[src/ssa_pkg.sv]
// Package for the slab slot allocator: field widths, codes and state encoding.
// No dependencies; imported by ssa_div, slab_slot_allocator and tb_top.
package ssa_pkg;

  localparam int unsigned DEF_MAX_SLOTS = 256;

  localparam int unsigned ADDR_W      = 39;
  localparam int unsigned CFG_SIZE_W  = 16;
  localparam int unsigned CFG_COUNT_W = 9;
  localparam int unsigned STATUS_W    = 2;
  localparam int unsigned CFG_IDX_W   = 2;

  localparam int unsigned IN_DATA_W  = 40;
  localparam int unsigned OUT_DATA_W = 56;

  // Bitmap row geometry
  localparam int unsigned ROW_W  = 16;
  localparam int unsigned ROW_LW = 4;

  // An in-range offset is below count * size, so it fits in these bits
  localparam int unsigned DIVIDEND_W = CFG_SIZE_W + CFG_COUNT_W;

  typedef enum logic [0:0] {
    MODE_ALLOC = 1'b0,
    MODE_FREE  = 1'b1
  } mode_e;

  typedef enum logic [STATUS_W-1:0] {
    STAT_OK       = 2'd0,
    STAT_FULL     = 2'd1,
    STAT_OUTSIDE  = 2'd2,
    STAT_NOT_USED = 2'd3
  } status_e;

  typedef enum logic [CFG_IDX_W-1:0] {
    REG_SLOT_SIZE  = 2'd0,
    REG_SLOT_COUNT = 2'd1,
    REG_BASE_ADDR  = 2'd2
  } reg_e;

  typedef enum logic [3:0] {
    ST_CLEAR,
    ST_IDLE,
    ST_A_RD,
    ST_A_CHK,
    ST_A_MUL,
    ST_A_ADD,
    ST_F_LIM,
    ST_F_RNG,
    ST_F_DIV,
    ST_F_RD,
    ST_F_CHK,
    ST_OUT
  } state_e;

endpackage

[src/ssa_div.sv]
// Restoring divider, one quotient bit per cycle, for slot index lookup.
// Depends on ssa_pkg; the quotient must fit in IDX_W bits.
module ssa_div #(
  parameter int unsigned IDX_W = 8
) (
  input  logic                             clk_i,
  input  logic                             rst_ni,
  input  logic                             start_i,
  input  logic [ssa_pkg::DIVIDEND_W-1:0]   dividend_i,
  input  logic [ssa_pkg::CFG_SIZE_W-1:0]   divisor_i,
  output logic                             done_o,
  output logic [IDX_W-1:0]                 quotient_o
);
  import ssa_pkg::*;

  localparam int unsigned CMP_W = DIVIDEND_W + IDX_W;
  localparam int unsigned SC_W  = (IDX_W > 1) ? $clog2(IDX_W) : 1;

  logic             busy_q;
  logic             done_q;
  logic [SC_W-1:0]  step_q;
  logic [CMP_W-1:0] rem_q;
  logic [CMP_W-1:0] dsh_q;
  logic [IDX_W-1:0] quo_q;
  logic             ge;

  assign ge = rem_q >= dsh_q;

  always_ff @(posedge clk_i or negedge rst_ni) begin
    if (!rst_ni) begin
      busy_q <= 1'b0;
      done_q <= 1'b0;
      step_q <= '0;
    end else begin
      done_q <= 1'b0;
      if (start_i) begin
        busy_q <= 1'b1;
        step_q <= SC_W'(IDX_W - 1);
      end else if (busy_q) begin
        step_q <= step_q - 1'b1;
        if (step_q == '0) begin
          busy_q <= 1'b0;
          done_q <= 1'b1;
        end
      end
    end
  end

  always_ff @(posedge clk_i) begin
    if (start_i) begin
      rem_q <= CMP_W'(dividend_i);
      dsh_q <= CMP_W'(divisor_i) << (IDX_W - 1);
      quo_q <= '0;
    end else if (busy_q) begin
      if (ge) begin
        rem_q <= rem_q - dsh_q;
      end
      dsh_q <= dsh_q >> 1;
      quo_q <= {quo_q[IDX_W-2:0], ge};
    end
  end

  assign done_o     = done_q;
  assign quotient_o = quo_q;

endmodule

[src/slab_slot_allocator.sv]
// Slab slot allocator top level: bitmap memory, sequencer and result register.
// Depends on ssa_pkg and ssa_div.
//
// Channel  Dir  Handshake              Payload
// s_axis   in   tvalid/tready          tuser mode, tdata address
// m_axis   out  tvalid/tready          tuser status, tdata object/free/full
// cfg      in   cfg_we_i, no wait      cfg_idx_i register, cfg_data_i value
//
// Allocate: reads and checks one 16-slot bitmap row at a time, then multiply and add steps on a hit.
// Free: limit, range check, the bit-serial divider for the slot index, then bitmap read and clear.
// A free outside the slab skips the divider; an allocate on an empty slab goes straight to output.
// After reset the bitmap is cleared one row per cycle, over all ceil(MAX_SLOTS/16) rows.
// One beat in flight; a finished result waits in the output register.
module slab_slot_allocator #(
  parameter int unsigned MAX_SLOTS = ssa_pkg::DEF_MAX_SLOTS
) (
  input  logic                             clk_i,
  input  logic                             rst_ni,
  input  logic                             s_axis_tvalid,
  output logic                             s_axis_tready,
  input  logic [ssa_pkg::IN_DATA_W-1:0]    s_axis_tdata,   // address[38:0], pad
  input  logic [0:0]                       s_axis_tuser,   // mode
  output logic                             m_axis_tvalid,
  input  logic                             m_axis_tready,
  output logic [ssa_pkg::OUT_DATA_W-1:0]   m_axis_tdata,   // object_address[38:0],
                                                           // free_slots[47:39],
                                                           // full_res[48], pad
  output logic [ssa_pkg::STATUS_W-1:0]     m_axis_tuser,   // status
  input  logic                             cfg_we_i,
  input  logic [ssa_pkg::CFG_IDX_W-1:0]    cfg_idx_i,
  input  logic [ssa_pkg::ADDR_W-1:0]       cfg_data_i
);
  import ssa_pkg::*;

  localparam int unsigned NROWS = (MAX_SLOTS + ROW_W - 1) / ROW_W;
  localparam int unsigned RW    = (NROWS > 1) ? $clog2(NROWS) : 1;
  localparam int unsigned IW    = RW + ROW_LW;
  localparam int unsigned UW    = $clog2(MAX_SLOTS + 1);
  localparam int unsigned PW    = IW + CFG_SIZE_W;

  state_e                 state_q, state_d;
  logic [CFG_SIZE_W-1:0]  cfg_size_q;
  logic [CFG_COUNT_W-1:0] cfg_count_q;
  logic [ADDR_W-1:0]      cfg_base_q;
  logic [UW-1:0]          used_q;
  logic [RW-1:0]          row_q;
  logic                   out_valid_q;

  logic [IW-1:0]          idx_q;
  logic [ADDR_W-1:0]      addr_q;
  logic [ADDR_W-1:0]      off_q;
  logic [DIVIDEND_W-1:0]  lim_q;
  logic                   below_q;
  logic [PW-1:0]          prod_q;
  status_e                status_q;
  logic [ADDR_W-1:0]      obj_q;

  status_e                out_status_q;
  logic [ADDR_W-1:0]      out_obj_q;
  logic [CFG_COUNT_W-1:0] out_free_q;
  logic                   out_full_q;

  logic [ROW_W-1:0]       mem_q [NROWS];
  logic [ROW_W-1:0]       rdata_q;
  logic                   mem_we;
  logic [RW-1:0]          mem_waddr;
  logic [RW-1:0]          mem_raddr;
  logic [ROW_W-1:0]       mem_wdata;

  logic [CFG_SIZE_W-1:0]  size_eff;
  logic [CFG_COUNT_W-1:0] cnt_eff;
  logic [CFG_COUNT_W-1:0] free_now;
  logic                   in_accept;
  logic                   load_out;
  logic                   hit;
  logic [ROW_LW-1:0]      hit_bit;
  logic                   last_row;
  logic                   in_range;
  logic                   free_bit;
  logic                   div_start;
  logic                   div_done;
  logic [IW-1:0]          div_quo;

  assign size_eff = (cfg_size_q == '0) ? CFG_SIZE_W'(1) : cfg_size_q;
  assign cnt_eff  = (32'(cfg_count_q) > MAX_SLOTS) ? CFG_COUNT_W'(MAX_SLOTS) : cfg_count_q;
  assign free_now = (32'(used_q) >= 32'(cnt_eff)) ? '0
                  : CFG_COUNT_W'(32'(cnt_eff) - 32'(used_q));

  assign s_axis_tready = (state_q == ST_IDLE);
  assign in_accept     = s_axis_tvalid && s_axis_tready;
  assign load_out      = (state_q == ST_OUT) && (!out_valid_q || m_axis_tready);
  assign last_row      = ((32'(row_q) + 32'd1) << ROW_LW) >= 32'(cnt_eff);
  assign in_range      = !below_q && (off_q < ADDR_W'(lim_q));
  assign free_bit      = rdata_q[idx_q[ROW_LW-1:0]];

  always_comb begin
    hit     = 1'b0;
    hit_bit = '0;
    for (int b = ROW_W - 1; b >= 0; b--) begin
      if (!rdata_q[b] && (32'({row_q, ROW_LW'(b)}) < 32'(cnt_eff))) begin
        hit     = 1'b1;
        hit_bit = ROW_LW'(b);
      end
    end
  end

  ssa_div #(
    .IDX_W(IW)
  ) u_div (
    .clk_i,
    .rst_ni,
    .start_i    (div_start),
    .dividend_i (off_q[DIVIDEND_W-1:0]),
    .divisor_i  (size_eff),
    .done_o     (div_done),
    .quotient_o (div_quo)
  );

  always_comb begin
    state_d = state_q;
    case (state_q)
      ST_CLEAR: if (row_q == RW'(NROWS - 1)) state_d = ST_IDLE;
      ST_IDLE: begin
        if (in_accept) begin
          if (mode_e'(s_axis_tuser) == MODE_FREE) begin
            state_d = ST_F_LIM;
          end else if (cnt_eff == '0) begin
            state_d = ST_OUT;
          end else begin
            state_d = ST_A_RD;
          end
        end
      end
      ST_A_RD:  state_d = ST_A_CHK;
      ST_A_CHK: begin
        if (hit) begin
          state_d = ST_A_MUL;
        end else if (last_row) begin
          state_d = ST_OUT;
        end else begin
          state_d = ST_A_RD;
        end
      end
      ST_A_MUL: state_d = ST_A_ADD;
      ST_A_ADD: state_d = ST_OUT;
      ST_F_LIM: state_d = ST_F_RNG;
      ST_F_RNG: state_d = in_range ? ST_F_DIV : ST_OUT;
      ST_F_DIV: if (div_done) state_d = ST_F_RD;
      ST_F_RD:  state_d = ST_F_CHK;
      ST_F_CHK: state_d = ST_OUT;
      ST_OUT:   if (load_out) state_d = ST_IDLE;
      default:  state_d = ST_IDLE;
    endcase
  end

  always_comb begin
    mem_we    = 1'b0;
    mem_waddr = row_q;
    mem_raddr = row_q;
    mem_wdata = rdata_q;
    div_start = 1'b0;
    case (state_q)
      ST_CLEAR: begin
        mem_we    = 1'b1;
        mem_wdata = '0;
      end
      ST_A_CHK: begin
        mem_we    = hit;
        mem_wdata = rdata_q | (ROW_W'(1) << hit_bit);
      end
      ST_F_RNG: div_start = in_range;
      ST_F_RD:  mem_raddr = idx_q[IW-1:ROW_LW];
      ST_F_CHK: begin
        mem_waddr = idx_q[IW-1:ROW_LW];
        mem_we    = free_bit;
        mem_wdata = rdata_q & ~(ROW_W'(1) << idx_q[ROW_LW-1:0]);
      end
      default: begin
        mem_we = 1'b0;
      end
    endcase
  end

  always_ff @(posedge clk_i) begin
    if (mem_we) begin
      mem_q[mem_waddr] <= mem_wdata;
    end
    rdata_q <= mem_q[mem_raddr];
  end

  always_ff @(posedge clk_i or negedge rst_ni) begin
    if (!rst_ni) begin
      state_q     <= ST_CLEAR;
      cfg_size_q  <= CFG_SIZE_W'(16);
      cfg_count_q <= CFG_COUNT_W'(256);
      cfg_base_q  <= '0;
      used_q      <= '0;
      row_q       <= '0;
      out_valid_q <= 1'b0;
    end else begin
      state_q <= state_d;
      if (cfg_we_i) begin
        case (reg_e'(cfg_idx_i))
          REG_SLOT_SIZE:  cfg_size_q  <= cfg_data_i[CFG_SIZE_W-1:0];
          REG_SLOT_COUNT: cfg_count_q <= cfg_data_i[CFG_COUNT_W-1:0];
          REG_BASE_ADDR:  cfg_base_q  <= cfg_data_i;
          default:        cfg_base_q  <= cfg_base_q;
        endcase
      end
      case (state_q)
        ST_CLEAR: row_q <= row_q + 1'b1;
        ST_IDLE:  row_q <= '0;
        ST_A_CHK: begin
          if (hit) begin
            used_q <= used_q + 1'b1;
          end else begin
            row_q <= row_q + 1'b1;
          end
        end
        ST_F_CHK: begin
          if (free_bit && (used_q != '0)) begin
            used_q <= used_q - 1'b1;
          end
        end
        default: row_q <= row_q;
      endcase
      if (load_out) begin
        out_valid_q <= 1'b1;
      end else if (m_axis_tready) begin
        out_valid_q <= 1'b0;
      end
    end
  end

  always_ff @(posedge clk_i) begin
    case (state_q)
      ST_IDLE: begin
        addr_q   <= s_axis_tdata[ADDR_W-1:0];
        obj_q    <= '0;
        status_q <= (mode_e'(s_axis_tuser) == MODE_ALLOC && cnt_eff == '0)
                    ? STAT_FULL : STAT_OK;
      end
      ST_A_CHK: begin
        if (hit) begin
          idx_q <= {row_q, hit_bit};
        end else if (last_row) begin
          status_q <= STAT_FULL;
        end
      end
      ST_A_MUL: prod_q <= PW'(idx_q) * PW'(size_eff);
      ST_A_ADD: obj_q  <= cfg_base_q + ADDR_W'(prod_q);
      ST_F_LIM: begin
        off_q   <= addr_q - cfg_base_q;
        below_q <= addr_q < cfg_base_q;
        lim_q   <= DIVIDEND_W'(cnt_eff) * DIVIDEND_W'(size_eff);
      end
      ST_F_RNG: if (!in_range) status_q <= STAT_OUTSIDE;
      ST_F_DIV: if (div_done) idx_q <= div_quo;
      ST_F_CHK: if (!free_bit) status_q <= STAT_NOT_USED;
      default:  obj_q <= obj_q;
    endcase
    if (load_out) begin
      out_status_q <= status_q;
      out_obj_q    <= obj_q;
      out_free_q   <= free_now;
      out_full_q   <= (free_now == '0);
    end
  end

  assign m_axis_tvalid = out_valid_q;
  assign m_axis_tuser  = out_status_q;
  assign m_axis_tdata  = OUT_DATA_W'({out_full_q, out_free_q, out_obj_q});

endmodule

[config.mk]
export PLATFORM = sky130hd
export DESIGN_NAME = slab_slot_allocator
export DESIGN_NICKNAME = d
export VERILOG_FILES = /design/src/ssa_pkg.sv /design/src/ssa_div.sv /design/src/slab_slot_allocator.sv
export SDC_FILE = /design/constraint.sdc
export NUM_CORES = 2
export LEC_CHECK = 0
export CAP_MARGIN = 15
export CORE_ASPECT_RATIO = 1.1
export CORE_UTILIZATION = 60
export CTS_CLUSTER_SIZE = 30
export DETAILED_ROUTE_END_ITERATION = 10
export DONT_BUFFER_PORTS = 1
export GPL_ROUTABILITY_DRIVEN = 0
export HOLD_SLACK_MARGIN = 0.1
export MAX_ROUTING_LAYER = met4
export PLACE_DENSITY = 0.76
export SYNTH_ARGS = -nofsm -noshare
export SYNTH_HDL_FRONTEND = slang
export SYNTH_SLANG_ARGS = --single-unit
[constraint.sdc]
create_clock -name clk_i -period 10 [get_ports clk_i]
set_input_delay 1 -clock clk_i [delete_from_list [all_inputs] [get_ports clk_i]]
set_output_delay 1 -clock clk_i [all_outputs]
set_load 0.1 [all_outputs]
==> reports/results.ini <==
[cts]
cts_max_level=3
clock_latency_ps=650
clk_path_buf_depth=3
clock_sink_count=651
tritoncts=yes
cts_made_buffers=70
root_buffer=clkbuf_16
path_clk_slew_ps=60
postCtsSetupRepairBufs=0

[flow_run]
drv_cap=0

[power_and_ir_drop]
power_density_nw_per_um2=386
ir_drop_mv=0.521
p_sw_share_pct=43.4
pwr-share-comb_pct=55.5
seq_power_share_pct=28.2
p_int_uw=9430
p_leak_uw=0.0176
clockPowerShare_pct=16.3
switchingPower_uw=7230

[yosys]
yosys_warnings=0
ys_types=100
netlist_area_um2=39600
async_flop_share_pct=13.4
synth.avg_cell_area_um2=11.6
synth_ff_type=edfxtp_1
synth_edf_count=525
syn_inst=3409
yosys_register_bits=651
seq_area_frac_synth_pct=47.3

[cells_and_area]
fin_nets=3903
fin_area_um2=43100
fill_cells=4561
final_common_cell=edfxtp_1
synthToLayoutAreaGrowth_pct=8.88
regArea_um2=18700
drive_gt1_share_pct=10.8
final_cell_mix=edfxtp_1, nand2_1, inv_1
multi_input_area_um2=19100
final_util_pct=66.3

[drt]
first_pass_iters=10
wl_met1_um=37900
highest_layer=met4
wl_um=101000
avgViaCountPerCell=6.32
met3_length_um=8770
wl_met2_um=48600
vias=27300
drt_iter0_drc=2661
avgRoutedWirePerCell_um=23.3
ant_nets=0
drc_errors=70

[timing]
clock_skew_ps=41.9
maxSlewHeadroom_pct=20.5
max_freq_mhz=147
finalCritPeriodShare_pct=68.3
setup_viol=0
fin_ws_ps=3170
period_minus_slack_ps=6830
setup_tns_ps=0
tightest_slew_ps=1190
finalMaxSlewViolations=0
final-hold-violation-count=0
grt_setup_unrepaired=false

[die]
coreArea_um2=65100
rows=98
die-area_um2=67100
initial_core_util_pct=60.9
die_y_um=272
fp.dieW_um=247
boundaryPins=147

[placement]
dp_slack_ps=3260
port_buffers=0
hpwl_um=69800
post_dp_cell_area_um2=40600

[global_route]
grt_max_degree=86
antenna_found_initial=11
grt_pass1_wl_um=155000
grtUsageTotal_pct=31.4
grt_pass1_vias=27900
overflow=0

[critical_path]
cp-start-kind=flop
crit_fanout=24
ff2ff_path_depth=19
critical_path_class=reg -> reg
cp.arrival_ps=7200
critical_path_required_ps=10370
crit_path_end_kind=flop

[outcome]
failed_checks=DRC
status=finished, violations left

[hold_path]
hp-class=in -> async

-- state kept, by name, indices dropped and copies added, names as in the netlist, 2 cells and up --
| signal | count |
|---|---|
| idx_q | 8 |
| cfg_count_q | 9 |
| mem_q | 256 |
| status_q | 2 |
| u_div.step_q | 3 |
| obj_q | 39 |
| prod_q | 24 |
| rdata_q | 16 |
| cfg_size_q | 16 |
| used_q | 9 |
| u_div.rem_q | 33 |
| u_div.quotient_o | 8 |
| cfg_base_q | 39 |
| out_free_q | 9 |
| state_q | 4 |
| lim_q | 25 |
| addr_q | 39 |
| m_axis_tuser | 2 |
| off_q | 39 |
| out_obj_q | 39 |
| row_q | 4 |
| u_div.dsh_q | 23 |
-- worst max-delay path, cell delays in order (launching register included) --
cell and delay [ps]:
dfstp_2 370, inv_1 630, nand2_1 300, inv_1 590, nand2_1 160, fa_1 520
fa_1 550, inv_1 70, fa_1 520, fa_1 500, ha_1 380, and2_1 180
a31o_2 230, o31a_1 330, a211o_1 320, o21ai_0 250, a31oi_1 160, a21o_1 200
a21oi_1 190, xnor2_1 100
-- Yosys cell counts (6+ instances only) --
cell,number,area share [%]
ha_1,228,7.2
edfxtp_1,525,40
a21oi_1,159,2.0
nor2_1,191,1.8
nand2_1,341,3.2
or4_1,11,0.21
xor2_1,42,0.93
mux2_2,70,2.0
or2_2,12,0.19
inv_1,336,3.2
mux4_2,69,3.9
nor2b_1,38,0.60
and2_1,114,1.8
o31a_1,6,0.13
nand3_1,43,0.54
nand2b_1,33,0.52
a2111oi_0,6,0.13
a211o_1,6,0.13
a31oi_1,37,0.58
fa_1,188,9.5
and3_1,37,0.58
o31ai_1,10,0.19
mux2i_1,20,0.51
nor3_1,63,0.80
a21o_1,58,1.1
or3_1,23,0.36
a21boi_0,7,0.13
nor4_1,11,0.17
o211ai_1,16,0.30
xnor2_1,89,2.0
o21a_1,24,0.45
nand4_1,24,0.38
dfrtp_1,85,5.4
clkbuf_1,101,0.96
nand3b_1,13,0.25
o21ai_0,124,1.6
a211oi_1,31,0.59
buf_2,16,0.20
dfxtp_1,39,2.0
o21bai_1,15,0.28
buf_1,8,0.076
buf_4,17,0.32
-- stage by stage --
step	power (uW)	instances	hold WS, ps
after floorplan	11400	3415	400
after global placement	13400	4174	400
after detailed placement	13700	4174	405
after CTS	16500	4305	193
after global routing	17700	4319	191
final	16700	4322	214
-- per-layer routing --
layer	track usage, %	vias up
met5	-	-
met1	38.4	13500
met4	15.5	0
met3	5.51	331
met2	50.2	1413
li1	-	12100
-- cell type report --
type                    instances  share of cell area (%)
diodes                         14                  0.0812
clock buffers                  91                    4.53
clock inverters                39                    1.17
inverters                     338                    2.94
multi-input cells            2283                    44.3
flip-flops and latches        651                    43.4
well taps                     850                    2.46
repair buffers                 56                    1.13
-- power groups by stage --
stage | logic (uW) | registers, uW | clock network (uW)
after CTS | 9120 | 4680 | 2750
after floorplan | 6940 | 4470 | 0
after global placement | 8660 | 4700 | 0
after detailed placement | 9000 | 4730 | 0
final | 9250 | 4700 | 2710
after global routing | 10100 | 4740 | 2860
-- timing repair --
item,in CTS,in global routing
hold buffers,1,0
gates resized for setup,0,0
endpoints found under the hold margin,85,0
setup endpoints to repair,0,0
-- kinds of logic after synthesis --
kind of cell | count (synthesis) | synth area share [%]
flip-flops | 651 | 47.3
AO/OA/AOI/OAI | 587 | 9.75
adder cells (fa/ha/maj) | 416 | 16.7
other | 1 | 0.00946
buffers and inverters | 481 | 4.79
multiplexers | 160 | 6.45
AND/OR/NAND/NOR | 982 | 12.2
XOR/XNOR | 131 | 2.90
-- path summary, 6_finish.rpt --
| path | startpoint | to | slack [ps] |
|---|---|---|---|
| max | cfg_count_q[8] | lim_q[23] | 3170 |
| min | rst_ni | cfg_count_q[8] | 210 |
| max reg2reg | cfg_count_q[8] | lim_q[23] | 3170 |
| min reg2reg | obj_q[6] | out_obj_q[6] | 400 |
| max in group asynchronous | rst_ni | u_div.done_o | 9270 |
| min in group clk_i | obj_q[6] | out_obj_q[6] | 400 |
Power figures use the tool's default switching activity.
